File: src/design/hiwa_div_step.sv
// One restoring division step: resolves quotient bit BIT for both axes
module hiwa_div_step #(
  parameter int CB  = 12,
  parameter int RW  = 58,
  parameter int BIT = 0
) (
  input  logic          clk_i,
  input  logic          en_i,
  input  logic [RW-1:0] den_i,
  input  logic [RW-1:0] rx_i,
  input  logic [RW-1:0] ry_i,
  input  logic [CB-1:0] qx_i,
  input  logic [CB-1:0] qy_i,
  output logic [RW-1:0] den_o,
  output logic [RW-1:0] rx_o,
  output logic [RW-1:0] ry_o,
  output logic [CB-1:0] qx_o,
  output logic [CB-1:0] qy_o
);
  logic [RW-1:0] tr;
  logic          gex, gey;
  logic [RW-1:0] den_q, rx_q, ry_q;
  logic [CB-1:0] qx_q, qy_q;

  assign tr  = den_i << BIT;
  assign gex = rx_i >= tr;
  assign gey = ry_i >= tr;

  always_ff @(posedge clk_i) begin
    if (en_i) begin
      den_q <= den_i;
      rx_q  <= gex ? rx_i - tr : rx_i;
      ry_q  <= gey ? ry_i - tr : ry_i;
      qx_q  <= qx_i | (CB'(gex) << BIT);
      qy_q  <= qy_i | (CB'(gey) << BIT);
    end
  end

  assign den_o = den_q;
  assign rx_o  = rx_q;
  assign ry_o  = ry_q;
  assign qx_o  = qx_q;
  assign qy_o  = qy_q;
endmodule

File: config.mk
export PLATFORM = sky130hd
export DESIGN_NAME = hiwa_div_step
export DESIGN_NICKNAME = d
export VERILOG_FILES = /design/src/design/hiwa_div_step.sv
export SDC_FILE = /design/constraint.sdc
export NUM_CORES = 1
export LEC_CHECK = 0
export BUFFER_PORTS_ARGS = -buffer_cell sky130_fd_sc_hd__buf_2
export CORE_ASPECT_RATIO = 1.5
export CORE_UTILIZATION = 35
export DETAILED_ROUTE_END_ITERATION = 16
export GPL_TIMING_DRIVEN = 1
export PLACE_DENSITY_LB_ADDON = 0.3
export REMOVE_ABC_BUFFERS = 1
export SYNTH_ARGS = -nofsm -noshare
export SYNTH_HDL_FRONTEND = slang
export SYNTH_SLANG_ARGS = --single-unit
File: constraint.sdc
create_clock -name clk_i -period 4.6 [get_ports clk_i]
set_input_delay 0.92 -clock clk_i [delete_from_list [all_inputs] [get_ports clk_i]]
set_output_delay 0.92 -clock clk_i [all_outputs]
set_load 0.1 [all_outputs]
Word-level counts from Yosys, hierarchy flattened
Cells that the tools add are included.
{ "word_totals": {"register_bits": 198, "latch_bits": 0, "mem_bits_rw": 0, "romBits": 0, "in_bits": 200, "out_inout_bits": 198, "wordCells": 13, "memories": 0} }
{ "op_classes": {"add_sub_neg": 2, "multipliers": 0, "div_mod_pow": 0, "magnitude_cmp": 2, "n_eq_ne": 0, "n_shift": 0, "muxes": 2, "bitwise_logic": 2, "n_reduce_logical": 0} }
{ "op_table": {"columns": ["operator", "count"], "rows": [
  ["greater-or-equal comparator 58 bit", 2],
  ["2-to-1 mux 58 bit", 2],
  ["subtractor 58 bit", 2],
  ["OR 12 x 1 -> 12 bit", 2]
]} }

Depth between registers and ports, before layout
{ "depth": {"word_depth": 2, "ltp_mapped": 15, "ltp_nobuf": 13} }

Worst setup path before layout
Ideal clock, no wire load.
{ "synth_timing": {"path_type": "input -> register", "startpoint": "input den_i[12]", "endpoint": "register ry_q[52], in the netlist ry_o[52], data pin", "t_arrival_ps": 3807, "required_ps": 4338, "path_slack_ps": 531, "path_stages": 15, "cell_sequence": "inv_1 -> ha_1 -> buf_4 -> and4_4 -> nand3_1 -> o21ai_1 -> a211oi_4 -> o21ai_2 -> a2111oi_4 -> o31ai_2 -> a41o_1 -> a21oi_2 -> buf_4 -> buf_8 -> mux2_1"} }
{ "synth_between": {"elab_chain_len": 2, "elab_cells_between_ends": 3, "classes_between": "1 x add/sub; 1 x order compare; 1 x mux"} }
{ "synth_rtl": {"columns": ["element", "line", "rtl"], "rows": [
  ["start, declared", "9", "input logic [RW-1:0] den_i,"],
  ["subtractor 58 bit / greater-or-equal comparator 58 bit (equally long branches)", "33, 27", null],
  ["2-to-1 mux 58 bit *", "33", "ry_q <= gey ? ry_i - tr : ry_i;"],
  ["end signal, assigned", "33", null],
  ["end, declared", "22", "logic [RW-1:0] den_q, rx_q, ry_q;"]
]} }
Mark *: on every way between the ends. The rest lies on a longest branch, timed or not.
A chain may end at the register's enable or synchronous reset.

Final worst setup path
{ "layout_timing": {"startpoint": "input den_i[0]", "endpoint": "register rx_q[57], in the netlist rx_o[57], data pin"} }
{ "layout_between": {"elab_chain_len": 2, "elab_cells_between_ends": 3, "classes_between": "1 x add/sub; 1 x order compare; 1 x mux"} }
{ "layout_rtl": {"columns": ["element", "line", "rtl"], "rows": [
  ["subtractor 58 bit / greater-or-equal comparator 58 bit (equally long branches)", "32, 26", null],
  ["2-to-1 mux 58 bit *", "32", "rx_q <= gex ? rx_i - tr : rx_i;"],
  ["end signal, assigned", "32", null],
  ["end, declared", "22", null]
]} }
Marks and branches as above.

==> metrics <==
Max stage delay on crit path between 600 and 700 ps; detailed placement HPWL ~42 mm; core footprint 0.0405 mm^2; Die H approximately 250 um; CTS sink cnt about 200; asr flop ratio synth 0%; Placed Area approximately 0.017 mm^2; Gate Count Post-Synth roughly 1400; final worst slack 420 ps; maximum root-to-sink buffer count 2; Final Util about 44%; postcts setup bufs 0; Leak approximately 0.0079 uW; vias in the first global route 12700; Synth top cells by count edfxtp_1, a21oi_1, ha_1, nand2_1, mux2_2; Die Width around 170 um; design area 0.0178 mm^2; most frequent cell after synthesis edfxtp_1; Synth Cell Area around 0.014 mm^2; MaxCap Viol Count 0; io pins a little under 400; number of synthesized flops with an enable pin between 150 and 200; CTS tree built; 1st-iter DRT viols ~770; GPL Wtd Cong roughly 0.93; syn avg cell area 10.2 um^2; endpoints failing hold 0; Ys Warns 0; CTS Hold Buffers Added 0; post-cts sizing count 0; worst endpoint required time 4830 ps; worst hold-check path type primary input to flip-flop; largest net degree at the start of global routing 68; global-route wire length before repair 73.8 mm; crit path kind primary input to flip-flop; gr usage total about a quarter; port buffer count 397; Clock Pin Slew Worst Setup and Hold Paths roughly 90 ps; RSZ-0062 raised after global routing false; CP max FO 10; per-cell routed wire length ~22 um; pre-CTS WS -23.4 ps; power density over the cells about 400 mW/mm^2; total grt overflow 0; hold slack 613 ps; ys flop type edfxtp_1; DRC viols 0; CP Launch Type primary input; post-route ant nets 0; nets approximately 2100; Slowest-stage cell, CP o41ai_4; final setup fails 0; Slew Viols, Final 0; clk root buf clkbuf_16; VDD IR max 0.229 mV; CTS H-tree lvls 4; Initial Util a little over a third; status completed; DR pass1 iterations 5; Num CTS Buffers 17; Final Cycle Share slightly above 90%; Via Count around 13000; post-synth top area share 41.1%; Yosys cell types 72; f_max approximately 240 MHz; data arrival time of the worst path 4410 ps; register area share after synthesis roughly two fifths; Die ar. 0.0422 mm^2; Core Rows 90; worst-margin pin slew a little over 700 ps; post-layout min period 4180 ps; worst hold path depth 1; wirelength, routed slightly above 50 mm; Slew HR 50.4%; initial antenna violation count 4; area leader, netlist edfxtp_1; Synth area leaders edfxtp_1, ha_1, mux2_2; share of cells above drive strength 1 between 30% and 40%; DR vias/cell 5.39; Setup crit end kind flip-flop; CP Cell Sequence buf_2 -> ha_1 -> fa_1 -> nor2b_1 -> o211ai_1 -> a21oi_1 -> or2_2 -> a221oi_2 -> o31ai_4 -> a41oi_4 -> o41ai_4 -> buf_4 -> mux2_2; P&R area growth vs syn 23.1%; #FFs+latches synth ~200
## routing by layer
metal	GRT usage (%)	up-vias	part of all wire (%)
li1	-	6094	-
met1	24.8	5910	37
met2	45.1	494	53
met3	3.72	94	5.0
met4	11.6	2	4.8
met5	0	-	0.016
## cell families after synthesis
| logic type | synth area share (%) |
|---|---|
| adders and majority gates | 10.3 |
| buffers and inverters | 4.34 |
| AOI/OAI and AO/OA | 18.4 |
| DFF | 41.1 |
| xor gates and xnor gates | 6.47 |
| and+or+nand+nor | 10.5 |
| muxes | 8.88 |
## cell usage in the layout, fill, tap and decap left out, types with 5 or more instances in the layout
| master | synthesis | routed |
|---|---|---|
| nand4_1 | 35 | 35 |
| a31oi_1 | 24 | 24 |
| o31ai_1 | 8 | 8 |
| buf_2 | 7 | 396 |
| ha_1 | 116 | 116 |
| and3_1 | 11 | 11 |
| xnor2_1 | 68 | 68 |
| nor2b_1 | 10 | 10 |
| a21o_1 | 61 | 61 |
| or2_2 | 7 | 7 |
| mux2_1 | 10 | 10 |
| xor2_1 | 39 | 39 |
| mux2_2 | 98 | 98 |
| and2_1 | 5 | 5 |
| nand3_1 | 22 | 22 |
| a211oi_1 | 13 | 13 |
| buf_4 | 6 | 47 |
| clkbuf_16 | 0 | 17 |
| nor2_1 | 72 | 72 |
| o2111ai_1 | 5 | 5 |
| o211ai_1 | 9 | 9 |
| edfxtp_1 | 198 | 198 |
| nand2b_1 | 11 | 11 |
| nand2_1 | 105 | 105 |
| o21a_1 | 10 | 10 |
| o21bai_1 | 24 | 24 |
| inv_1 | 87 | 87 |
| nor3_1 | 17 | 17 |
| or3_1 | 8 | 8 |
| mux2i_1 | 7 | 7 |
| o21ai_0 | 70 | 70 |
| a21oi_1 | 128 | 128 |
## power by group
part           leakage (uW)  internal, uW  switching, uW  total [uW]
logic               0.00564           837           2520        3360
clock network      0.000282           728            825        1550
registers           0.00194          2250           62.7        2320
total               0.00786          3820           3410        7230
## stage by stage
step	std cells	power, uW	TNS, ps
3_3_place_gp	2301	5700	-16.6
4_1_cts	2333	7270	0
6_report	2336	7230	0
5_1_grt	2334	7500	0
2_1_floorplan	1348	4940	-91490
3_5_place_dp	2301	5710	-207
## critical path, delay by kind of cell
family | cells | cell delay, ps
AO/OA/AOI/OAI | 6 | 1640
multiplexers | 1 | 350
adder cells (fa/ha/maj) | 2 | 630
AND/OR/NAND/NOR | 2 | 410
buffers and inverters | 2 | 430
## layout make-up
cell class	count	area [um^2]
repair buffers	447	2410
flip-flops and latches	198	5950
clock inverters	15	158
multi-input cells	1063	7910
clock buffers	17	425
diodes	3	7.51
well taps	506	633
fillers	3984	22700
inverters	87	327
## state kept, by name, summed over array words and instances (netlist names)
signal and flops:
qy_o 12, ry_o 58, den_o 58, rx_o 58, qx_o 12
## final timing paths
| kind | startpoint | to | slack, ps |
|---|---|---|---|
| setup / recovery | den_i[0] | rx_o[57] | 420 |
| hold / removal | qx_i[5] | qx_o[5] | 610 |
(Power assumes the default switching activity.)
