--- src/design/hiwa_pkg.sv ---
package hiwa_pkg;

  // Coefficient format
  localparam int COEF_BITS = 21;
  localparam int FRAC_BITS = 10;
  localparam int ROW_BITS  = 3 * COEF_BITS;

  // APB register map, 64-bit data, registers at 8*i
  localparam int APB_DATA_BITS = 64;
  localparam int APB_ADDR_BITS = 6;
  localparam int REG_IDX_BITS  = 3;
  localparam int REG_IDX_LSB   = 3;

  typedef enum logic [REG_IDX_BITS-1:0] {
    REG_ROW0     = 3'd0,
    REG_ROW1     = 3'd1,
    REG_ROW2     = 3'd2,
    REG_LAST_COL = 3'd3,
    REG_LAST_ROW = 3'd4
  } hiwa_reg_e;

endpackage

--- src/design/hiwa_dot.sv ---
// Two stages: six coefficient products, then the three row sums
module hiwa_dot #(
  parameter int CB = 12,
  parameter int DW = 36
) (
  input  logic                          clk_i,
  input  logic                          en_i,
  input  logic [CB-1:0]                 x_i,
  input  logic [CB-1:0]                 y_i,
  input  logic [hiwa_pkg::ROW_BITS-1:0] row0_i,
  input  logic [hiwa_pkg::ROW_BITS-1:0] row1_i,
  input  logic [hiwa_pkg::ROW_BITS-1:0] row2_i,
  output logic signed [DW-1:0]          nx_o,
  output logic signed [DW-1:0]          ny_o,
  output logic signed [DW-1:0]          w_o
);
  import hiwa_pkg::*;

  localparam int PW = COEF_BITS + CB + 1;

  logic [ROW_BITS-1:0]          rows [3];
  logic signed [CB:0]           xs, ys;
  logic signed [PW-1:0]         px_q [3];
  logic signed [PW-1:0]         py_q [3];
  logic signed [COEF_BITS-1:0]  c2_q [3];
  logic signed [DW-1:0]         sum_q [3];

  assign rows[0] = row0_i;
  assign rows[1] = row1_i;
  assign rows[2] = row2_i;
  assign xs = signed'({1'b0, x_i});
  assign ys = signed'({1'b0, y_i});

  // Stage 1: products
  always_ff @(posedge clk_i) begin
    if (en_i) begin
      for (int r = 0; r < 3; r++) begin
        px_q[r] <= PW'(signed'(rows[r][0 +: COEF_BITS]) * xs);
        py_q[r] <= PW'(signed'(rows[r][COEF_BITS +: COEF_BITS]) * ys);
        c2_q[r] <= signed'(rows[r][2*COEF_BITS +: COEF_BITS]);
      end
    end
  end

  // Stage 2: sums
  always_ff @(posedge clk_i) begin
    if (en_i) begin
      for (int r = 0; r < 3; r++) begin
        sum_q[r] <= DW'(px_q[r]) + DW'(py_q[r]) + DW'(c2_q[r]);
      end
    end
  end

  assign nx_o = sum_q[0];
  assign ny_o = sum_q[1];
  assign w_o  = sum_q[2];
endmodule

--- config.mk ---
export PLATFORM = sky130hd
export DESIGN_NAME = hiwa_dot
export DESIGN_NICKNAME = d
export VERILOG_FILES = /design/src/design/hiwa_pkg.sv /design/src/design/hiwa_dot.sv
export SDC_FILE = /design/constraint.sdc
export NUM_CORES = 2
export LEC_CHECK = 0
export ABC_AREA = 0
export BUFFER_PORTS_ARGS = -buffer_cell sky130_fd_sc_hd__buf_2
export CORE_UTILIZATION = 65
export DETAILED_ROUTE_END_ITERATION = 10
export PLACE_DENSITY = 0.85
export REMOVE_ABC_BUFFERS = 1
export SLEW_MARGIN = 20
export SYNTH_ARGS = -nofsm -noshare
export SYNTH_HDL_FRONTEND = slang
export SYNTH_SLANG_ARGS = --single-unit
--- constraint.sdc ---
create_clock -name clk_i -period 9.4 [get_ports clk_i]
set_input_delay 1.88 -clock clk_i [delete_from_list [all_inputs] [get_ports clk_i]]
set_output_delay 1.88 -clock clk_i [all_outputs]
set_load 0.1 [all_outputs]
# Yosys cells after proc, flatten, opt, wreduce, memory -nomap -nowiden
# Memories as Yosys holds them, arrays and structs flattened.
# Cells that the tools add are included.
# word_totals
register_bits	0
ramBits	375
input_bits	215
output_inout_bits	108
elab_cells	18
memories	4
# mem_list
memory	words	word_bits	rd	rd_clocked_by_memory_dff	write_ports	line	text
sum_q	3	36	3	0	3	hiwa_dot.sv:26	logic signed [DW-1:0] sum_q [3];
px_q	3	34	3	0	3	hiwa_dot.sv:23	logic signed [PW-1:0] px_q [3];
py_q	3	34	3	0	3	hiwa_dot.sv:24	logic signed [PW-1:0] py_q [3];
c2_q	3	21	3	0	3	hiwa_dot.sv:25	logic signed [COEF_BITS-1:0] c2_q [3];
# op_classes
add_sub_neg	6
mul	6
n_mux	2
# ops
op	count
$mul A21 B13 Y34	6
$add A35 B21 Y36	3
$add A34 B34 Y35	3
$mux W1	2

# Longest topological paths before layout
# An unclocked memory read counts as a cell.
# logic_depth
ltp_word	3
depth_mapped	24
mapped_depth_nobuf	22

# Worst setup path after synthesis
# No wires, ideal clock.
# synth_path
path_kind	input to register
startpoint	in y_i[7]
endpoint	mem py_q[0][65] in the netlist's numbering (data pin)
arrival_ps	7264
setup_slack_ps	1879
cell_stages	22
path_buffers	2
cell_sequence	clkbuf_1 > clkbuf_1 > nand2_1 > fa_1 > inv_1 > fa_1 > fa_1 > fa_1 > inv_1 > fa_1 > inv_1 > ha_1 > a21o_1 > a21o_1 > a21o_1 > a21o_1 > nor3_1 > a211oi_2 > or3_1 > a31o_2 > a21oi_1 > xnor2_1
# synth_lines
element	line	text
from (decl)	hiwa_dot.sv:9	input logic [CB-1:0] y_i,
to (decl)	hiwa_dot.sv:24	

==> flow_summary.yaml <==
route:
  final_antenna_net_count: 0
  remaining_drc_errors: 0
  detailedRoute.firstIterationViolations: 3610
  post_drt_wl_per_cell_um: 19.0
  via_count: 52228
  post_drt_via_cell_ratio: 5.62
  drt_wl_total_mm: 176
  first_pass_iters: 7
logic_synthesis:
  synth_fa_ha_area_frac: 0.500
  synth_compound_gate_area_share: 0.0591
  number_of_distinct_library_cells_after_synthesis: 78
  synth-main-ff-cell: "sky130_fd_sc_hd__edfxtp_1"
  postSynth.asyncResetShare: 0
  post_synth.cell_area_avg_sq_um: 9.59
  xor_and_xnor_fraction_of_the_mapped_netlist_area: 0.0329
  synth_cells: 7620
  yosys-mux-area-fraction: 0.000411
  yosys_register_bits: 375
  post_synth_and_or_nand_nor_area_fraction: 0.139
  synth_top_family_by_area: "adder cells"
  synth_seq_area_share: 0.154
  synthesis.yosys.warnings: 0
  synth_enable_flop_cells: 375
  synth.cell_area_sq_mm: 0.0731
global_routing:
  grt_start_max_net_pins: 106
  antenna_found_initial: 28
  first_global_vias: 57521
  grt_pass1_wl_mm: 288
  grt_overflow: 0
  grt_util_all_layers: 0.325
clock_network:
  max-clock-path-buffers: 3
  clock-sinks: 375
  cts_repair_resize_count: 0
  tritoncts: "built"
  post_cts_hold_buffer_count: 0
  numCtsBuffers: 45
  root_buffer: "sky130_fd_sc_hd__clkbuf_16"
  post-cts-setup-buffers: 0
  htree_num_levels: 2
  clkSlewWorstSetupHoldPaths_ns: 0.06
  clk_latency_ns: 0.63
sta:
  unrepaired_setup_endpoints_after_global_routing: "false"
  hold_ws_ns: 0.757
  timing_worst_slew_pin_value_ns: 1.16
  period_needed_ns: 7.95
  max_clk_rate_ghz: 0.126
  setup_tns_ns: 0
  maxSlewViolCount: 0
  setup_viol_count_final: 0
  fin_skew_ns: 0.0356
  final_worst_path_period_share: 0.846
  hold_viol_final: 0
  finalWorstSetupSlack_ns: 1.45
  max-slew-margin-rel: 0.225
placed_design:
  place_worst_setup_slack_ns: 0.954
  routabilityCongestion: 0.932
  place.port_buffers: 322
  dp_hpwl_mm: 144
floorplan:
  die_area_sq_mm: 0.114
  chipHeight_um: 337
  row_count: 122
  floorplan.die.width_um: 337
  placeableCoreArea_sq_mm: 0.111
  start_util: 0.658
  boundaryPins: 323
layout:
  final_util: 0.697
  flow.area_growth_from_synthesis_pct: 5.88
  final_net_count: 10004
  fillers: 7969
  post_route_cells_drive_above_1_share: 0.0622
setup_path:
  worstPathMaxFanout: 46
  setup.worst_path.class: "input port to register"
  setup.worst_path.start_class: "input port"
  crit_arrival_ns: 8.41
  critPathRequiredTime_ns: 9.86
  endpoint_kind: "register"
run:
  max_cap_violations: 0
run_status:
  status: "complete, no violations"
hold_path:
  worst_hold_path_type: "register to register"
## worst max-delay path: stages
cell	delay, ns
sky130_fd_sc_hd__buf_2	0.82
sky130_fd_sc_hd__buf_4	0.39
sky130_fd_sc_hd__nand2_1	0.11
sky130_fd_sc_hd__fa_1	0.55
sky130_fd_sc_hd__inv_1	0.06
sky130_fd_sc_hd__fa_1	0.55
sky130_fd_sc_hd__fa_1	0.43
sky130_fd_sc_hd__fa_1	0.49
sky130_fd_sc_hd__inv_1	0.05
sky130_fd_sc_hd__fa_1	0.47
sky130_fd_sc_hd__inv_1	0.04
sky130_fd_sc_hd__ha_1	0.32
sky130_fd_sc_hd__inv_1	0.11
sky130_fd_sc_hd__nor2_1	0.05
sky130_fd_sc_hd__o21a_1	0.16
sky130_fd_sc_hd__o21ai_0	0.26
sky130_fd_sc_hd__a21oi_2	0.10
sky130_fd_sc_hd__a31oi_1	0.44
sky130_fd_sc_hd__a211oi_1	0.21
sky130_fd_sc_hd__o31ai_2	0.41
sky130_fd_sc_hd__nor2_1	0.14
sky130_fd_sc_hd__o311ai_2	0.27
## metal layers
| metal | global-route usage | wire, um | vias to the layer above |
|---|---|---|---|
| met1 | 0.385 | 62800 | 26284 |
| met5 | 0 | 161 | - |
| met2 | 0.547 | 86200 | 2246 |
| met3 | 0.0562 | 14000 | 590 |
| met4 | 0.211 | 13000 | 26 |
| li1 | - | - | 23082 |
## Yosys cell counts, types with 26 or more instances
| cell | number | share of area |
|---|---|---|
| sky130_fd_sc_hd__inv_1 | 1940 | 0.10 |
| sky130_fd_sc_hd__and2_1 | 731 | 0.063 |
| sky130_fd_sc_hd__xnor2_1 | 215 | 0.026 |
| sky130_fd_sc_hd__nor2b_1 | 28 | 0.0024 |
| sky130_fd_sc_hd__ha_1 | 564 | 0.097 |
| sky130_fd_sc_hd__o21a_1 | 51 | 0.0052 |
| sky130_fd_sc_hd__nor2_1 | 162 | 0.0083 |
| sky130_fd_sc_hd__nor3_1 | 50 | 0.0034 |
| sky130_fd_sc_hd__edfxtp_1 | 375 | 0.15 |
| sky130_fd_sc_hd__and3_1 | 31 | 0.0027 |
| sky130_fd_sc_hd__a21oi_1 | 199 | 0.014 |
| sky130_fd_sc_hd__nand2_1 | 895 | 0.046 |
| sky130_fd_sc_hd__o21bai_1 | 26 | 0.0027 |
| sky130_fd_sc_hd__nand3_1 | 46 | 0.0032 |
| sky130_fd_sc_hd__a211oi_1 | 28 | 0.0029 |
| sky130_fd_sc_hd__xor2_1 | 59 | 0.0071 |
| sky130_fd_sc_hd__clkbuf_1 | 292 | 0.015 |
| sky130_fd_sc_hd__a21o_1 | 105 | 0.011 |
| sky130_fd_sc_hd__fa_1 | 1473 | 0.40 |
| sky130_fd_sc_hd__o21ai_0 | 88 | 0.0060 |
| sky130_fd_sc_hd__nand2b_1 | 38 | 0.0033 |
## cells in the final DEF, fill, tap and decap left out, drive strengths merged, types with 10 or more instances in the layout
cell,netlist,final
a211oi,29,29
a21boi,10,10
a21o,105,105
a21oi,202,202
a31oi,16,16
and2,731,731
and3,31,31
buf,0,377
clkbuf,292,52
clkinv,0,10
diode,0,16
edfxtp,375,375
fa,1473,1473
ha,564,564
inv,1940,1945
nand2,895,895
nand2b,38,38
nand3,46,46
nand4,19,19
nor2,162,162
nor2b,28,28
nor3,50,50
nor4,10,10
o21a,51,51
o21ai,102,102
o21bai,26,26
o31ai,18,18
or3,19,19
xnor2,215,215
xor2,59,59
## sequential cells by signal, summed over array words and instances (netlist names)
name	count
c2_q	63
px_q	102
py_q	102
sum_q	108
## through the flow
stage / instances / cell area (sq um)
after detailed placement: 9192 / 75900
after floorplan: 7328 / 72000
final: 9285 / 77300
after global placement: 9192 / 75900
after global routing: 9276 / 77300
after CTS: 9268 / 77300
## cells by family (layout without fill, tap and decap cells)
family | count (synthesis) | in the layout
AO/OA/AOI/OAI | 648 | 648
XOR/XNOR | 274 | 274
adder cells (fa/ha/maj) | 2037 | 2037
buffers and inverters | 2232 | 2393
flip-flops | 375 | 375
multiplexers | 3 | 3
other | 0 | 16
AND/OR/NAND/NOR | 2051 | 2051
## layout make-up
cell class | instances | area, sq um | share of cell area
repair buffers | 377 | 2060 | 0.0266
multi-input cells | 5013 | 53400 | 0.691
clock inverters | 24 | 275 | 0.00356
flip-flops and latches | 375 | 11300 | 0.146
well taps | 1488 | 1860 | 0.0241
clock buffers | 52 | 1150 | 0.0149
inverters | 1940 | 7280 | 0.0942
diodes | 16 | 40.0 | 0.000518
## path summary, 6_finish.rpt
check	cells after the start	slack (ns)	startpoint	to
min	2	0.76	py_q[0][1]	sum_q[0][1]
max reg2reg	14	4.64	py_q[0][35]	sum_q[0][71]
min reg2reg	2	0.76	py_q[0][1]	sum_q[0][1]
max	22	1.45	y_i[7]	py_q[0][31]
Power is left out: the tool's default activity adds up to more than one toggle a clock period on the data nets, which glitch-free logic cannot reach.
