===== config.mk =====
export PLATFORM = sky130hd
export DESIGN_NAME = hiwa_cfg
export DESIGN_NICKNAME = d
export VERILOG_FILES = /design/src/design/hiwa_pkg.sv /design/src/design/hiwa_cfg.sv
export SDC_FILE = /design/constraint.sdc
export NUM_CORES = 1
export LEC_CHECK = 0
export BUFFER_PORTS_ARGS = -buffer_cell sky130_fd_sc_hd__buf_2
export CELL_PAD_IN_SITES_DETAIL_PLACEMENT = 1
export CELL_PAD_IN_SITES_GLOBAL_PLACEMENT = 2
export CORE_MARGIN = 1.5
export CORE_UTILIZATION = 35
export CTS_CLUSTER_DIAMETER = 50
export DETAILED_ROUTE_END_ITERATION = 6
export GPL_TIMING_DRIVEN = 0
export PLACE_DENSITY = 0.84
export SLEW_MARGIN = 20
export SYNTH_ARGS = -nofsm -noshare
export SYNTH_HDL_FRONTEND = slang
export SYNTH_SLANG_ARGS = --single-unit

===== constraint.sdc =====
create_clock -name clk_i -period 2.5 [get_ports clk_i]
set_input_delay 0.125 -clock clk_i [delete_from_list [all_inputs] [get_ports clk_i]]
set_output_delay 0.125 -clock clk_i [all_outputs]
set_load 0.05 [all_outputs]

===== src/design/hiwa_pkg.sv =====
package hiwa_pkg;

  // Coefficient format
  localparam int COEF_BITS = 21;
  localparam int FRAC_BITS = 10;
  localparam int ROW_BITS  = 3 * COEF_BITS;

  // APB register map, 64-bit data, registers at 8*i
  localparam int APB_DATA_BITS = 64;
  localparam int APB_ADDR_BITS = 6;
  localparam int REG_IDX_BITS  = 3;
  localparam int REG_IDX_LSB   = 3;

  typedef enum logic [REG_IDX_BITS-1:0] {
    REG_ROW0     = 3'd0,
    REG_ROW1     = 3'd1,
    REG_ROW2     = 3'd2,
    REG_LAST_COL = 3'd3,
    REG_LAST_ROW = 3'd4
  } hiwa_reg_e;

endpackage


===== src/design/hiwa_cfg.sv =====
module hiwa_cfg #(
  parameter int CB = 12
) (
  input  logic                               clk_i,
  input  logic                               rst_ni,
  input  logic                               psel,
  input  logic                               penable,
  input  logic                               pwrite,
  input  logic [hiwa_pkg::APB_ADDR_BITS-1:0] paddr,
  input  logic [hiwa_pkg::APB_DATA_BITS-1:0] pwdata,
  output logic [hiwa_pkg::APB_DATA_BITS-1:0] prdata,
  output logic                               pready,
  output logic [hiwa_pkg::ROW_BITS-1:0]      row0_o,
  output logic [hiwa_pkg::ROW_BITS-1:0]      row1_o,
  output logic [hiwa_pkg::ROW_BITS-1:0]      row2_o,
  output logic [CB-1:0]                      last_col_o,
  output logic [CB-1:0]                      last_row_o
);
  import hiwa_pkg::*;

  logic [ROW_BITS-1:0] row0_q, row1_q, row2_q;
  logic [CB-1:0]       lcol_q, lrow_q;
  logic                wr_en;
  hiwa_reg_e           idx;

  assign pready = 1'b1;
  assign wr_en  = psel & penable & pwrite;
  assign idx    = hiwa_reg_e'(paddr[REG_IDX_LSB +: REG_IDX_BITS]);

  // Register writes
  always_ff @(posedge clk_i or negedge rst_ni) begin
    if (!rst_ni) begin
      row0_q <= '0;
      row1_q <= '0;
      row2_q <= '0;
      lcol_q <= '0;
      lrow_q <= '0;
    end else if (wr_en) begin
      unique case (idx)
        REG_ROW0:     row0_q <= pwdata[ROW_BITS-1:0];
        REG_ROW1:     row1_q <= pwdata[ROW_BITS-1:0];
        REG_ROW2:     row2_q <= pwdata[ROW_BITS-1:0];
        REG_LAST_COL: lcol_q <= pwdata[CB-1:0];
        REG_LAST_ROW: lrow_q <= pwdata[CB-1:0];
        default: ;
      endcase
    end
  end

  // Read mux
  always_comb begin
    unique case (idx)
      REG_ROW0:     prdata = APB_DATA_BITS'(row0_q);
      REG_ROW1:     prdata = APB_DATA_BITS'(row1_q);
      REG_ROW2:     prdata = APB_DATA_BITS'(row2_q);
      REG_LAST_COL: prdata = APB_DATA_BITS'(lcol_q);
      REG_LAST_ROW: prdata = APB_DATA_BITS'(lrow_q);
      default:      prdata = '0;
    endcase
  end

  assign row0_o     = row0_q;
  assign row1_o     = row1_q;
  assign row2_o     = row2_q;
  assign last_col_o = lcol_q;
  assign last_row_o = lrow_q;
endmodule


Yosys cells after proc, flatten, opt, wreduce, memory -nomap -nowiden. Cells that the tools add are included.

Bits in read-only memories: 0. Bits in writable memories: 0. Word-level logic and storage cells: 18. Memories kept: 0. Bits in registers: 213. Bits in latches: 0. Output and inout port bits: 278. Input bits: 75.

Order comparisons: 0. Eq/ne operators: 4. Reduce and logical (&&, ||, !) cells: 6. Shifts and indexed selects: 0. Bitwise logic cells: 2. $mul: 0. Div/mod/pow operators: 0. $add $sub $neg: 0. Muxes and demuxes: 1.

Operator list (count): $pmux W63 S5 (1); $reduce_and A2 Y1 (5); $eq A3 B2 Y1 const B (2); $eq A3 B1 Y1 const B (1); $eq A3 B3 Y1 const B (1); $logic_not A3 Y1 (1); $and A1 B1 Y1 (2).

Logic depth before layout (Yosys ltp).
Depth after elaboration: 3. Depth in mapped cells: 6. Depth with buffers taken out: 3.

Least setup slack after synthesis. No wires, ideal clock.

Kind: register to output. From: reg row2_q[56] (netlist: row2_o[56]). To: out prdata[56] (netlist bit). Data arrival time: 1.791 ns. Path slack: 0.584 ns. Cell stages (with the launch flop): 4. Data required time: 2.375 ns. Buffers on the path: 0. Cells stage by stage: dfrtp_1 > mux2i_1 > or2_2 > a21oi_1.

Word-level cells in the longest chain between the ends: 1.

Ends and longest elaborated chain: from (decl) (RTL line hiwa_cfg.sv:21) `logic [ROW_BITS-1:0] row0_q, row1_q, row2_q;`; from (signal assigned) (RTL line hiwa_cfg.sv:42) `REG_ROW2: row2_q <= pwdata[ROW_BITS-1:0];`; $pmux W63 S5 (RTL line hiwa_cfg.sv:52) `unique case (idx)`; to (decl) (RTL line hiwa_cfg.sv:11) `output logic [hiwa_pkg::APB_DATA_BITS-1:0] prdata,`.

Every way passes these cells.

Worst setup path in the final report.
From: in paddr[5] (netlist bit). To: out prdata[4] (netlist bit).

Word-level cells in the longest chain between the ends: 2. Elaborated cells between the ends (all ways): 6. Classes of those cells: eq/ne: 4; mux: 1; reduce/logical: 1.

Ends and longest elaborated chain: from (decl) (RTL line hiwa_cfg.sv:9) `input logic [hiwa_pkg::APB_ADDR_BITS-1:0] paddr,`; $eq A3 B3 Y1, or another cell as far along (RTL line hiwa_cfg.sv:52); $pmux W63 S5 (*) (RTL line hiwa_cfg.sv:52).

Every way passes the cells marked *; elsewhere a longest branch is shown, timed or not.

==> results.txt <==
----------------------------------------------------
[Floorplanning]
  Site Rows ... between 60 and 70
  Area of the core ... approximately 28,000 um^2
  Initial core utilization ... 35.7%
  Overall die height ... 172 um
  Floorplan die width ... 172 um
  Area of the die ... 29,400 um^2
  IO Pins ... around 350

[Synth]
  Total nets after synthesis ... 821
  Distinct cell type count of the synthesized netlist ... 23
  Number of warnings issued by yosys ... 0
  Cell count after synthesis ... approximately 750
  #FFs+latches synth ... around 210
  Asr flop ratio synth ... 100%
  Post-synthesis instance area ... around 10000 um^2
  Syn Area/Cell ... between 10 and 15 um^2
  Number of flops mapped to enable cells by yosys ... 0
  Proportion of synthesized chip area in sequential cells ... between 50% and 60%
  Flip-flop cell with the highest count after synthesis ... sky130_fd_sc_hd__dfrtp_1

[Setup path]
  Most common cell on crit path ... sky130_fd_sc_hd__buf_2
  Delay-heaviest family, CP ... buffers and inverters
  Worst path max stage delay ... 0.67 ns
  Biggest fanout along the worst timing path ... 10
  Critical path buffer and inverter count ... 3
  Max stage delay cell, worst path ... sky130_fd_sc_hd__clkbuf_1
  Worst setup path category ... input pin to output pin
  Critical path arrival ... roughly 1.9 ns
  Worst Path Required ... 2.38 ns
  Critical Path, Cell by Cell ... buf_2 > clkbuf_1 > mux2_2 > a221o_1 > buf_2
  Flop-to-flop setup slack ... 1.67 ns
  Nature of the critical path endpoint ... output pin
  Element type at the critical path start ... input pin

[Timing]
  Final setup vio count ... 0
  Final Hold Fails ... 0
  Clock skew ... 0 ns
  Max Slew Vio Count ... 0
  Max_slew headroom ... 41.0%
  Part of the cycle the worst path needs ... between 80% and 90%
  Unrepaired setup endpoints after global routing ... false
  Final-layout setup total negative slack ... 0 ns
  Final-layout worst hold slack ... slightly below 0.04 ns
  Min Tclk post-route ... between 2 and 2.5 ns
  Smallest setup slack after layout ... 0.449 ns
  Transition time at the pin with the least slew margin ... 0.885 ns
  Highest achievable clock rate ... 488 MHz

[Power]
  Power share of the sequential group ... 32.1%
  VDD IR-drop max ... 676 uV
  Internal power summed over all cells ... approximately 8.5 mW
  Net switching power figure ... 6.01 mW
  Share of power burned in combinational logic ... 36.3%
  Pwr/cell area ... 1040 nW/um^2
  Pleak ... 7.04 nW
  Switching Share ... 41.5%
  Power after layout ... 14.5 mW
  Clock network fraction of total power ... 31.5%

[Hold path]
  Worst hold-check path type ... input pin to asynchronous set/reset pin

[Final layout]
  Layout filler cell count ... 2,998
  FF/Latch Area ... approximately 5300 um^2
  Commonest cells after routing, fill and taps aside ... sky130_fd_sc_hd__buf_2, sky130_fd_sc_hd__mux2_2, sky130_fd_sc_hd__dfrtp_1, sky130_fd_sc_hd__mux2i_1, sky130_fd_sc_hd__dlygate4sd3_1
  Share of layout cells above drive strength 1 ... 59.4%
  Multi-input gate area ... 4200 um^2
  Layout Area Growth over Synthesis ... 40.3%
  Fin nets ... 1,265
  Most common library cell in the layout ignoring fill and taps ... sky130_fd_sc_hd__buf_2

[Status]
  Outcome ... finished clean

[Clocking]
  Clock root cell ... sky130_fd_sc_hd__clkbuf_16
  Clk pin slew, worst setup/hold paths ... 0.06 ns
  Clock sink count ... 213
  Count of buffers added by post-CTS timing repair for setup ... 0
  Count of instances resized after the clock tree is built ... 0
  Number of H-tree levels ... 1
  Buffers from clock root to sink, at most ... 3
  Clock insertion delay at the later pin of the skew report ... between 0.5 and 0.6 ns
  Clock tree from TritonCTS ... done
  Number of buffers created by CTS ... 31

[Placed design]
  Weighted congestion at the end of routability-driven global placement ... roughly 0.76
  Number of buffer cells added on primary ports ... 345
  Post-DP HPWL ... 24,100 um
  Post-Place Worst Slack ... 0.446 ns

[Drt]
  Detailed router's first-iteration violation count ... 217
  Remaining design rule violation count ... 0
  Final wirelength ... 34,900 um
  DRT antenna net count ... 0
  Routed wire length per instance ... 22.0 um
  Total iterations of the first detailed-routing run ... 6
  Via count ... 7,823
  Via count normalized by instance count ... 4.92

[Global routing]
  Global-route wire length before repair ... 51,800 um
  Maximum number of pins on one net before global-route repair ... 95
  Antenna violations before repair ... 2
  Total overflow reported by the global router ... 0
  Total routing usage reported by global routing ... 23.4%
  Via count of the first global-routing pass ... 8,495

[Job]
  Maximum Capacitance Violations ... 0

----------------------------------------------------
registers in the layout (all words and copies together), names as in the netlist:
signal / cells
row1_o: 63
row0_o: 63
last_row_o: 12
last_col_o: 12
row2_o: 63
worst paths after layout:
path	startpoint	endpoint	cells after the start
hold reg to reg	last_row_o[5]$_DFFE_PN0P_	last_row_o[5]$_DFFE_PN0P_	1
setup reg to reg	last_col_o[1]$_DFFE_PN0P_	last_col_o[1]$_DFFE_PN0P_	1
setup / recovery	paddr[5]	prdata[4]	5
hold / removal	rst_ni	row2_o[54]$_DFFE_PN0P_	2
max in group asynchronous	rst_ni	row1_o[17]$_DFFE_PN0P_	3
min in group clk_i	paddr[4]	last_row_o[0]$_DFFE_PN0P_	3
kinds of logic after synthesis:
group / count (synthesis) / share of synthesized area, %
compound gates: 64 / 3.84
buf+inv: 53 / 4.10
flops: 213 / 53.6
mux: 288 / 31.8
other cells: 2 / 0.0755
simple gates: 126 / 6.55
cell type report:
| cell class | instances | share of cell area [%] |
|---|---|---|
| Tap cell | 378 | 3.39 |
| Antenna cell | 1 | 0.0179 |
| Clock inverter | 18 | 1.72 |
| Clock buffer | 37 | 6.15 |
| Multi-Input combinational cell | 480 | 30.1 |
| Timing Repair Buffer | 411 | 17.4 |
| Buffer | 53 | 2.92 |
| Sequential cell | 213 | 38.2 |
metrics by stage:
stage          utilization, %  cells  cell area (um^2)
2_1_floorplan               -    746              9940
3_3_place_gp             43.6   1469             12100
3_5_place_dp             43.8   1471             12200
4_1_cts                  50.1   1590             13900
5_1_grt                  50.1   1591             13900
6_report                 50.1   1591             13900
repair_timing:
item | CTS | global route
setup endpoints to repair | 0 | 0
hold endpoints to repair | 426 | 0
hold buffers | 64 | 0
routing by layer:
layer / GRT usage, % / part of all wire (%) / up-vias
li1: - / - / 3531
met1: 28.0 / 40 / 3972
met2: 40.6 / 49 / 265
met3: 6.74 / 7.5 / 53
met4: 6.83 / 2.9 / 2
met5: 0 / 0.046 / -
synth_stat cells, types with 6 or more instances:
cell type,count,area [um^2]
sky130_fd_sc_hd__buf_2,11,55.1
sky130_fd_sc_hd__a21oi_1,51,255
sky130_fd_sc_hd__nor2_1,14,52.6
sky130_fd_sc_hd__or2_2,51,319
sky130_fd_sc_hd__nand2_1,52,195
sky130_fd_sc_hd__buf_6,23,259
sky130_fd_sc_hd__dfrtp_1,213,5330
sky130_fd_sc_hd__mux2i_1,64,641
sky130_fd_sc_hd__mux2_2,224,2520
sky130_fd_sc_hd__a221o_1,11,110
sky130_fd_sc_hd__clkbuf_1,13,48.8
sky130_fd_sc_hd__buf_4,6,45.0
power groups by stage:
stage	registers, mW	clock network [mW]	logic (mW)
after detailed placement	4.71	0	5.20
after global routing	4.76	4.82	5.50
after CTS	4.66	4.69	5.30
after floorplan	7.01	0	1.43
final	4.66	4.57	5.27
after global placement	4.67	0	5.13
Power figures use the tool's default switching activity.
