File: src/design/hiwa_pkg.sv
package hiwa_pkg;

  // Coefficient format
  localparam int COEF_BITS = 21;
  localparam int FRAC_BITS = 10;
  localparam int ROW_BITS  = 3 * COEF_BITS;

  // APB register map, 64-bit data, registers at 8*i
  localparam int APB_DATA_BITS = 64;
  localparam int APB_ADDR_BITS = 6;
  localparam int REG_IDX_BITS  = 3;
  localparam int REG_IDX_LSB   = 3;

  typedef enum logic [REG_IDX_BITS-1:0] {
    REG_ROW0     = 3'd0,
    REG_ROW1     = 3'd1,
    REG_ROW2     = 3'd2,
    REG_LAST_COL = 3'd3,
    REG_LAST_ROW = 3'd4
  } hiwa_reg_e;

endpackage

File: src/design/hiwa_bound.sv
// Three stages: sign fold, bound products, exact bound compare
module hiwa_bound #(
  parameter int CB = 12,
  parameter int DW = 36,
  parameter int RW = 58
) (
  input  logic                 clk_i,
  input  logic                 en_i,
  input  logic signed [DW-1:0] nx_i,
  input  logic signed [DW-1:0] ny_i,
  input  logic signed [DW-1:0] w_i,
  input  logic [CB-1:0]        last_col_i,
  input  logic [CB-1:0]        last_row_i,
  output logic [RW-1:0]        numx_o,
  output logic [RW-1:0]        numy_o,
  output logic [RW-1:0]        den_o,
  output logic                 inside_o
);
  import hiwa_pkg::*;

  // Stage 3: fold sign of w into the numerators
  logic signed [DW-1:0] nx3_q, ny3_q;
  logic [DW-1:0]        den3_q;
  logic                 nz3_q;

  always_ff @(posedge clk_i) begin
    if (en_i) begin
      nx3_q  <= w_i[DW-1] ? -nx_i : nx_i;
      ny3_q  <= w_i[DW-1] ? -ny_i : ny_i;
      den3_q <= w_i[DW-1] ? DW'(-w_i) : DW'(w_i);
      nz3_q  <= |w_i;
    end
  end

  // Stage 4: last * den for both axes
  logic [DW+CB-1:0] limx4_q, limy4_q;
  logic [DW-2:0]    nx4_q, ny4_q;
  logic             negx4_q, negy4_q, nz4_q;
  logic [DW-1:0]    den4_q;

  always_ff @(posedge clk_i) begin
    if (en_i) begin
      limx4_q <= (DW+CB)'(last_col_i) * (DW+CB)'(den3_q);
      limy4_q <= (DW+CB)'(last_row_i) * (DW+CB)'(den3_q);
      nx4_q   <= nx3_q[DW-2:0];
      ny4_q   <= ny3_q[DW-2:0];
      negx4_q <= nx3_q[DW-1];
      negy4_q <= ny3_q[DW-1];
      nz4_q   <= nz3_q;
      den4_q  <= den3_q;
    end
  end

  // Stage 5: 0 <= n/den <= last, numerator carries the 2^10 scale
  logic [RW-1:0] numx, numy, numx5_q, numy5_q, den5_q;
  logic          okx, oky, ins5_q;

  assign numx = RW'({nx4_q, {FRAC_BITS{1'b0}}});
  assign numy = RW'({ny4_q, {FRAC_BITS{1'b0}}});
  assign okx  = !negx4_q && (numx <= RW'(limx4_q));
  assign oky  = !negy4_q && (numy <= RW'(limy4_q));

  always_ff @(posedge clk_i) begin
    if (en_i) begin
      numx5_q <= numx;
      numy5_q <= numy;
      den5_q  <= RW'(den4_q);
      ins5_q  <= nz4_q & okx & oky;
    end
  end

  assign numx_o   = numx5_q;
  assign numy_o   = numy5_q;
  assign den_o    = den5_q;
  assign inside_o = ins5_q;
endmodule

File: config.mk
export PLATFORM = sky130hd
export DESIGN_NAME = hiwa_bound
export DESIGN_NICKNAME = d
export VERILOG_FILES = /design/src/design/hiwa_pkg.sv /design/src/design/hiwa_bound.sv
export SDC_FILE = /design/constraint.sdc
export NUM_CORES = 2
export LEC_CHECK = 0
export BUFFER_PORTS_ARGS = -buffer_cell sky130_fd_sc_hd__buf_2
export CORE_ASPECT_RATIO = 0.7
export CORE_MARGIN = 3
export CORE_UTILIZATION = 40
export CTS_CLUSTER_SIZE = 8
export DETAILED_ROUTE_END_ITERATION = 16
export GPL_ROUTABILITY_DRIVEN = 0
export MAX_ROUTING_LAYER = met4
export PLACE_DENSITY = 0.57
export SLEW_MARGIN = 15
export SYNTH_ARGS = -nofsm -noshare
export SYNTH_HDL_FRONTEND = slang
export SYNTH_SLANG_ARGS = --single-unit
File: constraint.sdc
create_clock -name clk_i -period 5.9 [get_ports clk_i]
set_input_delay 0.59 -clock clk_i [delete_from_list [all_inputs] [get_ports clk_i]]
set_output_delay 0.59 -clock clk_i [all_outputs]
set_load 0.03 [all_outputs]
* Yosys cells after proc, flatten, opt, wreduce, memory -nomap -nowiden
Cells that the tools add are included.
Word-level totals: bits in registers 421, latch bits 0, RAM bits 0, ROM bits 0, output and inout port bits 175, logic and storage cells 34, memories kept 0
Cells by class: add/sub/neg operators 3, $mul 2, divide/modulo/power cells 0, order comparisons 2, eq/ne operators 0, shift-type cells 0, multiplexer cells 3, bitwise logic cells 2, reductions and logical operators 5
Operator list (number):
- $neg A36 Y36 | 3
- $le A45 B48 Y1 | 2
- $mul A12 B36 Y48 | 2
- $mux W36 | 2
- $reduce_or A36 Y1 | 1
- $mux W35 | 1
- $and A1 B1 Y1 | 2
- $logic_and A1 B1 Y1 | 2
- $logic_not A1 Y1 | 2

* Logic depth before layout (Yosys ltp)
word-level depth 4, depth in mapped cells 24, mapped depth without buffers 21

* Worst setup path after synthesis
Ideal clock, no wire load.
kind in2reg, start point input port last_row_i[3], end point register limy4_q[33] (data pin), setup time 0.263 ns, data arrival time 5.971 ns, required time 5.637 ns, setup slack -0.334 ns, cell stages on the path 21, path buffers 2, cell sequence clkbuf_1 -> clkbuf_1 -> nand2_1 -> fa_1 -> fa_1 -> inv_1 -> fa_1 -> fa_1 -> inv_1 -> fa_1 -> inv_1 -> ha_1 -> and3_1 -> a221o_1 -> a21o_1 -> a41oi_1 -> o21ai_0 -> a221oi_1 -> o221ai_1 -> a21oi_1 -> xnor2_1
Between the ends: word-level cells in the longest chain between the ends 1
Ends and longest elaborated chain:
- from (decl) | line hiwa_bound.sv:13 | input logic [CB-1:0] last_row_i,
- $mul A12 B36 Y48 | line hiwa_bound.sv:44 | limy4_q <= (DW+CB)'(last_row_i) * (DW+CB)'(den3_q);
- to (signal assigned) | line hiwa_bound.sv:44
- to (decl) | line hiwa_bound.sv:36 | logic [DW+CB-1:0] limx4_q, limy4_q;
No other way between the ends. A chain may end at the register's enable or synchronous reset.

* Worst setup path after layout
start point register den3_q[3], end point register limy4_q[44] (data pin)
Between the ends: word-level cells in the longest chain between the ends 1
Ends and longest elaborated chain:
- from (decl) | line hiwa_bound.sv:23 | logic [DW-1:0] den3_q;
- from (signal assigned) | line hiwa_bound.sv:30 | den3_q <= w_i[DW-1] ? DW'(-w_i) : DW'(w_i);
- $mul A12 B36 Y48 | line hiwa_bound.sv:44
No other way between the ends.

==> flow_summary.rst <==
.. list-table::
   :header-rows: 1

   * - Metric
     - Value
   * - Longest Clk Path Bufs
     - 3
   * - NumNets Final
     - between 5000 and 6000
   * - Final Hold Vio Count
     - 0
   * - Top library cells by usage in the layout, fill and taps aside
     - inv_1 (829), nand2_1 (709), fa_1 (669), edfxtp_1 (421), buf_4 (415)
   * - Port Buffers
     - 240
   * - Count of unique library cells instantiated by Yosys
     - 61
   * - Vias in the first global route
     - 31600
   * - Startpoint kind of the worst setup timing path
     - flop
   * - Layout Area Growth over Synthesis
     - 20.0%
   * - Crit path max fanout
     - 7
   * - Final number of max-transition violations
     - 0
   * - Clk pin slew, worst setup/hold paths
     - 0.05 ns
   * - Hold_buf cts
     - 0
   * - Drt first pass iters
     - 5
   * - CP Data Required Time
     - about 6.3 ns
   * - Max-Slew Margin vs Limit
     - approximately two fifths
   * - Clock sink count
     - 421
   * - Rows
     - 100
   * - DRC violations left
     - 0
   * - Worst reg2reg path endpoint
     - limy4_q[44]
   * - R2R Path Start
     - den3_q[3]
   * - Cell type with the highest aggregate area in the netlist
     - fa_1
   * - Global-route wire length before repair
     - approximately 170000 um
   * - Chip Width
     - between 400 and 500 um
   * - Pin count of the biggest net entering global routing
     - around 160
   * - Final std cells w/o fill
     - between 6000 and 7000
   * - Initial core utilization
     - 40.7%
   * - Via density
     - about 4.9
   * - Post-route minimum period
     - approximately 5.9 ns
   * - Crit path capture type
     - flop
   * - Clock tree from TritonCTS
     - done
   * - Unrepaired setup endpoints after global routing
     - true
   * - Failing checks
     - setup timing
   * - Most common cell type on the critical path
     - fa_1
   * - DP HPWL
     - about 85000 um
   * - Fraction of registers with async set or reset after synthesis
     - 0%
   * - Clock latency reported for the late side of the worst-skew pair
     - around 0.64 ns
   * - Cell chain of the critical path
     - buf_12, buf_4, nand2_2, fa_1, fa_2, inv_1, fa_1, fa_1, inv_1, fa_1, inv_1, ha_1, a21o_1, or3_4, o211ai_1, nand3_2, buf_6, o211ai_1, buf_4, a21oi_4, a311oi_4, o21bai_1, xor2_1
   * - Num CTS Buffers
     - 59
   * - Run status
     - complete, but fails checks
   * - Clock Skews
     - between 0.015 and 0.02 ns
   * - Count of flip-flops with a built-in enable after synthesis
     - between 400 and 500
   * - Synthesized flop and latch total
     - approximately 420
   * - Sequential element share of the synthesized area
     - 29.0%
   * - Library cell contributing the largest single delay on the critical path
     - fa_1
   * - Peak Freq
     - roughly 170 MHz
   * - Fill cell instance count of the final layout
     - between 9000 and 10000
   * - GRT Util Overall
     - about a fifth
   * - Setup TNS after final layout
     - -0.0311 ns
   * - Root cell of the clock tree
     - clkbuf_16
   * - Cell types with the largest area share after synthesis
     - fa_1 (31%), edfxtp_1 (29%), inv_1 (7.2%)
   * - Avg Inst Size Synth
     - 10.3 sq um
   * - Overall die area
     - ~110000 sq um
   * - Number of maximum-capacitance constraint violations
     - 0
   * - Number of cells produced by synthesis
     - about 4200
   * - Setup CP Type
     - reg2reg
   * - IO Count
     - 309
   * - Hold path cells
     - 1
   * - Count of final setup violators
     - 2
   * - Hold slack
     - roughly 0.18 ns
   * - Total area of multi-input combinational cells
     - between 20000 and 30000 sq um
   * - Delay of the slowest cell on the worst path
     - 0.54 ns
   * - DR iter-0 viols
     - about 1700
   * - Endpoint with the worst hold slack
     - nx3_q[0]
   * - Total placed cells including tap cells
     - roughly 6000
   * - Initial antenna violation count
     - 4
   * - Final worst slack
     - -0.0192 ns
   * - Maximum level of the CTS H-tree
     - 2
   * - Classification of the worst-slack hold path
     - in2reg
   * - Reg2Reg Setup Slack
     - -0.02 ns
   * - Final Cycle Share
     - 100%
   * - Syn Std Cell Area
     - ~44000 sq um
   * - Ys Warns
     - 0
   * - WL per Instance
     - ~17 um
   * - Slew @ Worst Pin
     - approximately 0.92 ns
   * - Height of the die
     - 282 um
   * - Worst Reg2Reg Path Length in Cells
     - 23
   * - Core area
     - approximately 110000 sq um
   * - Via count
     - slightly above 30000
   * - Data arrival, critical path
     - between 6 and 7 ns
   * - Startpoint of the tightest hold check path
     - nx_i[0]
   * - Leading cell type in the layout, fill and taps excluded
     - inv_1
   * - Overflow left after global routing
     - 0
   * - Most used flip-flop cell after synthesis
     - edfxtp_1
   * - Total Wirelength
     - about 110000 um
   * - Area fraction of the dominant cell type after synthesis
     - between 30% and 40%
   * - Residual antenna-violating net count after detailed routing
     - 0
   * - Proportion of layout cells with a drive suffix above 1
     - about a fifth
   * - FF+latch area
     - roughly 13000 sq um
==> synthesized netlist by cell type (21+ instances only) <==
library cell,count
buf_4,68
fa_1,680
nand3_1,26
xnor2_1,155
a21o_1,81
or4_1,25
clkbuf_1,191
nand4_1,30
nor2_1,55
nand2_1,717
nand2b_1,21
ha_1,245
edfxtp_1,421
and2_1,238
inv_1,840
a21oi_1,100
o31ai_1,34
xor2_1,27
o21ai_0,84
==> layout make-up <==
type                    count  share of cell area [%]
diodes                      3                  0.0143
clock buffers              65                    2.90
clock inverters             4                   0.112
inverters                 840                    6.02
multi-input cells        2787                    52.9
flip-flops and latches    421                    24.1
well taps                1428                    3.41
repair buffers            721                    10.5
==> worst max path at each step <==
stage,start,end,slack (ns),cells after the start
after floorplan,last_row_i[3],limy4_q[33],-0.02,21
after global placement,last_row_i[6],limy4_q[41],-0.65,22
after detailed placement,last_row_i[3],limy4_q[46],-0.65,23
after CTS,den3_q[5],limx4_q[43],-0.01,25
after global routing,den3_q[5],limy4_q[44],-0.23,22
final,den3_q[3],limy4_q[44],-0.02,23
==> metal layers <==
| metal | wire, um | global-route usage, % |
|---|---|---|
| met1 | 50900 | 28.6 |
| met5 | 0 | - |
| met2 | 48400 | 29.9 |
| met3 | 5690 | 3.02 |
| met4 | 1690 | 3.52 |
==> cell families after synthesis <==
logic type | count (synthesis) | synth area share [%]
xor gates and xnor gates | 182 | 3.65
DFF | 421 | 29.0
adders and majority gates | 925 | 38.2
and+or+nand+nor | 1200 | 12.9
muxes | 1 | 0.0229
other | 1 | 0.00859
AOI/OAI and AO/OA | 411 | 6.15
buffers and inverters | 1102 | 10.1
==> through the flow <==
step | area, sq um | util [%] | setup WS (ns)
floorplan | 44100 | - | -0.0221
global placement | 49500 | 46.2 | -0.647
detailed placement | 49500 | 46.2 | -0.653
CTS | 51500 | 48.0 | -0.0108
global route | 52400 | 48.8 | -0.231
finish | 52400 | 48.8 | -0.0192
==> registers in the layout, summed over array words and instances, names as in the netlist <==
name      count
numy_o       35
negx4_q       1
nx4_q        35
den_o        36
den4_q       36
ny3_q        36
inside_o      1
negy4_q       1
nz3_q         1
limy4_q      48
nz4_q         1
den3_q       36
numx_o       35
ny4_q        35
nx3_q        36
limx4_q      48
==> worst max-delay path: cells and delay by family (launching register included) <==
kind,cells,cell delay (ns)
compound gates,6,1.11
xor+xnor,1,0.15
fa+ha+maj,6,2.53
buf+inv,7,0.84
flops,1,0.41
simple gates,3,0.61
==> what timing repair did <==
action	in CTS	in global routing
gates resized for setup	53	141
endpoints found under the setup margin	31	35
cloned	0	1
pin swaps	28	83
setup buffers	12	31
Power is left out: the tool's default activity adds up to more than one toggle a clock period on the data nets, which glitch-free logic cannot reach.
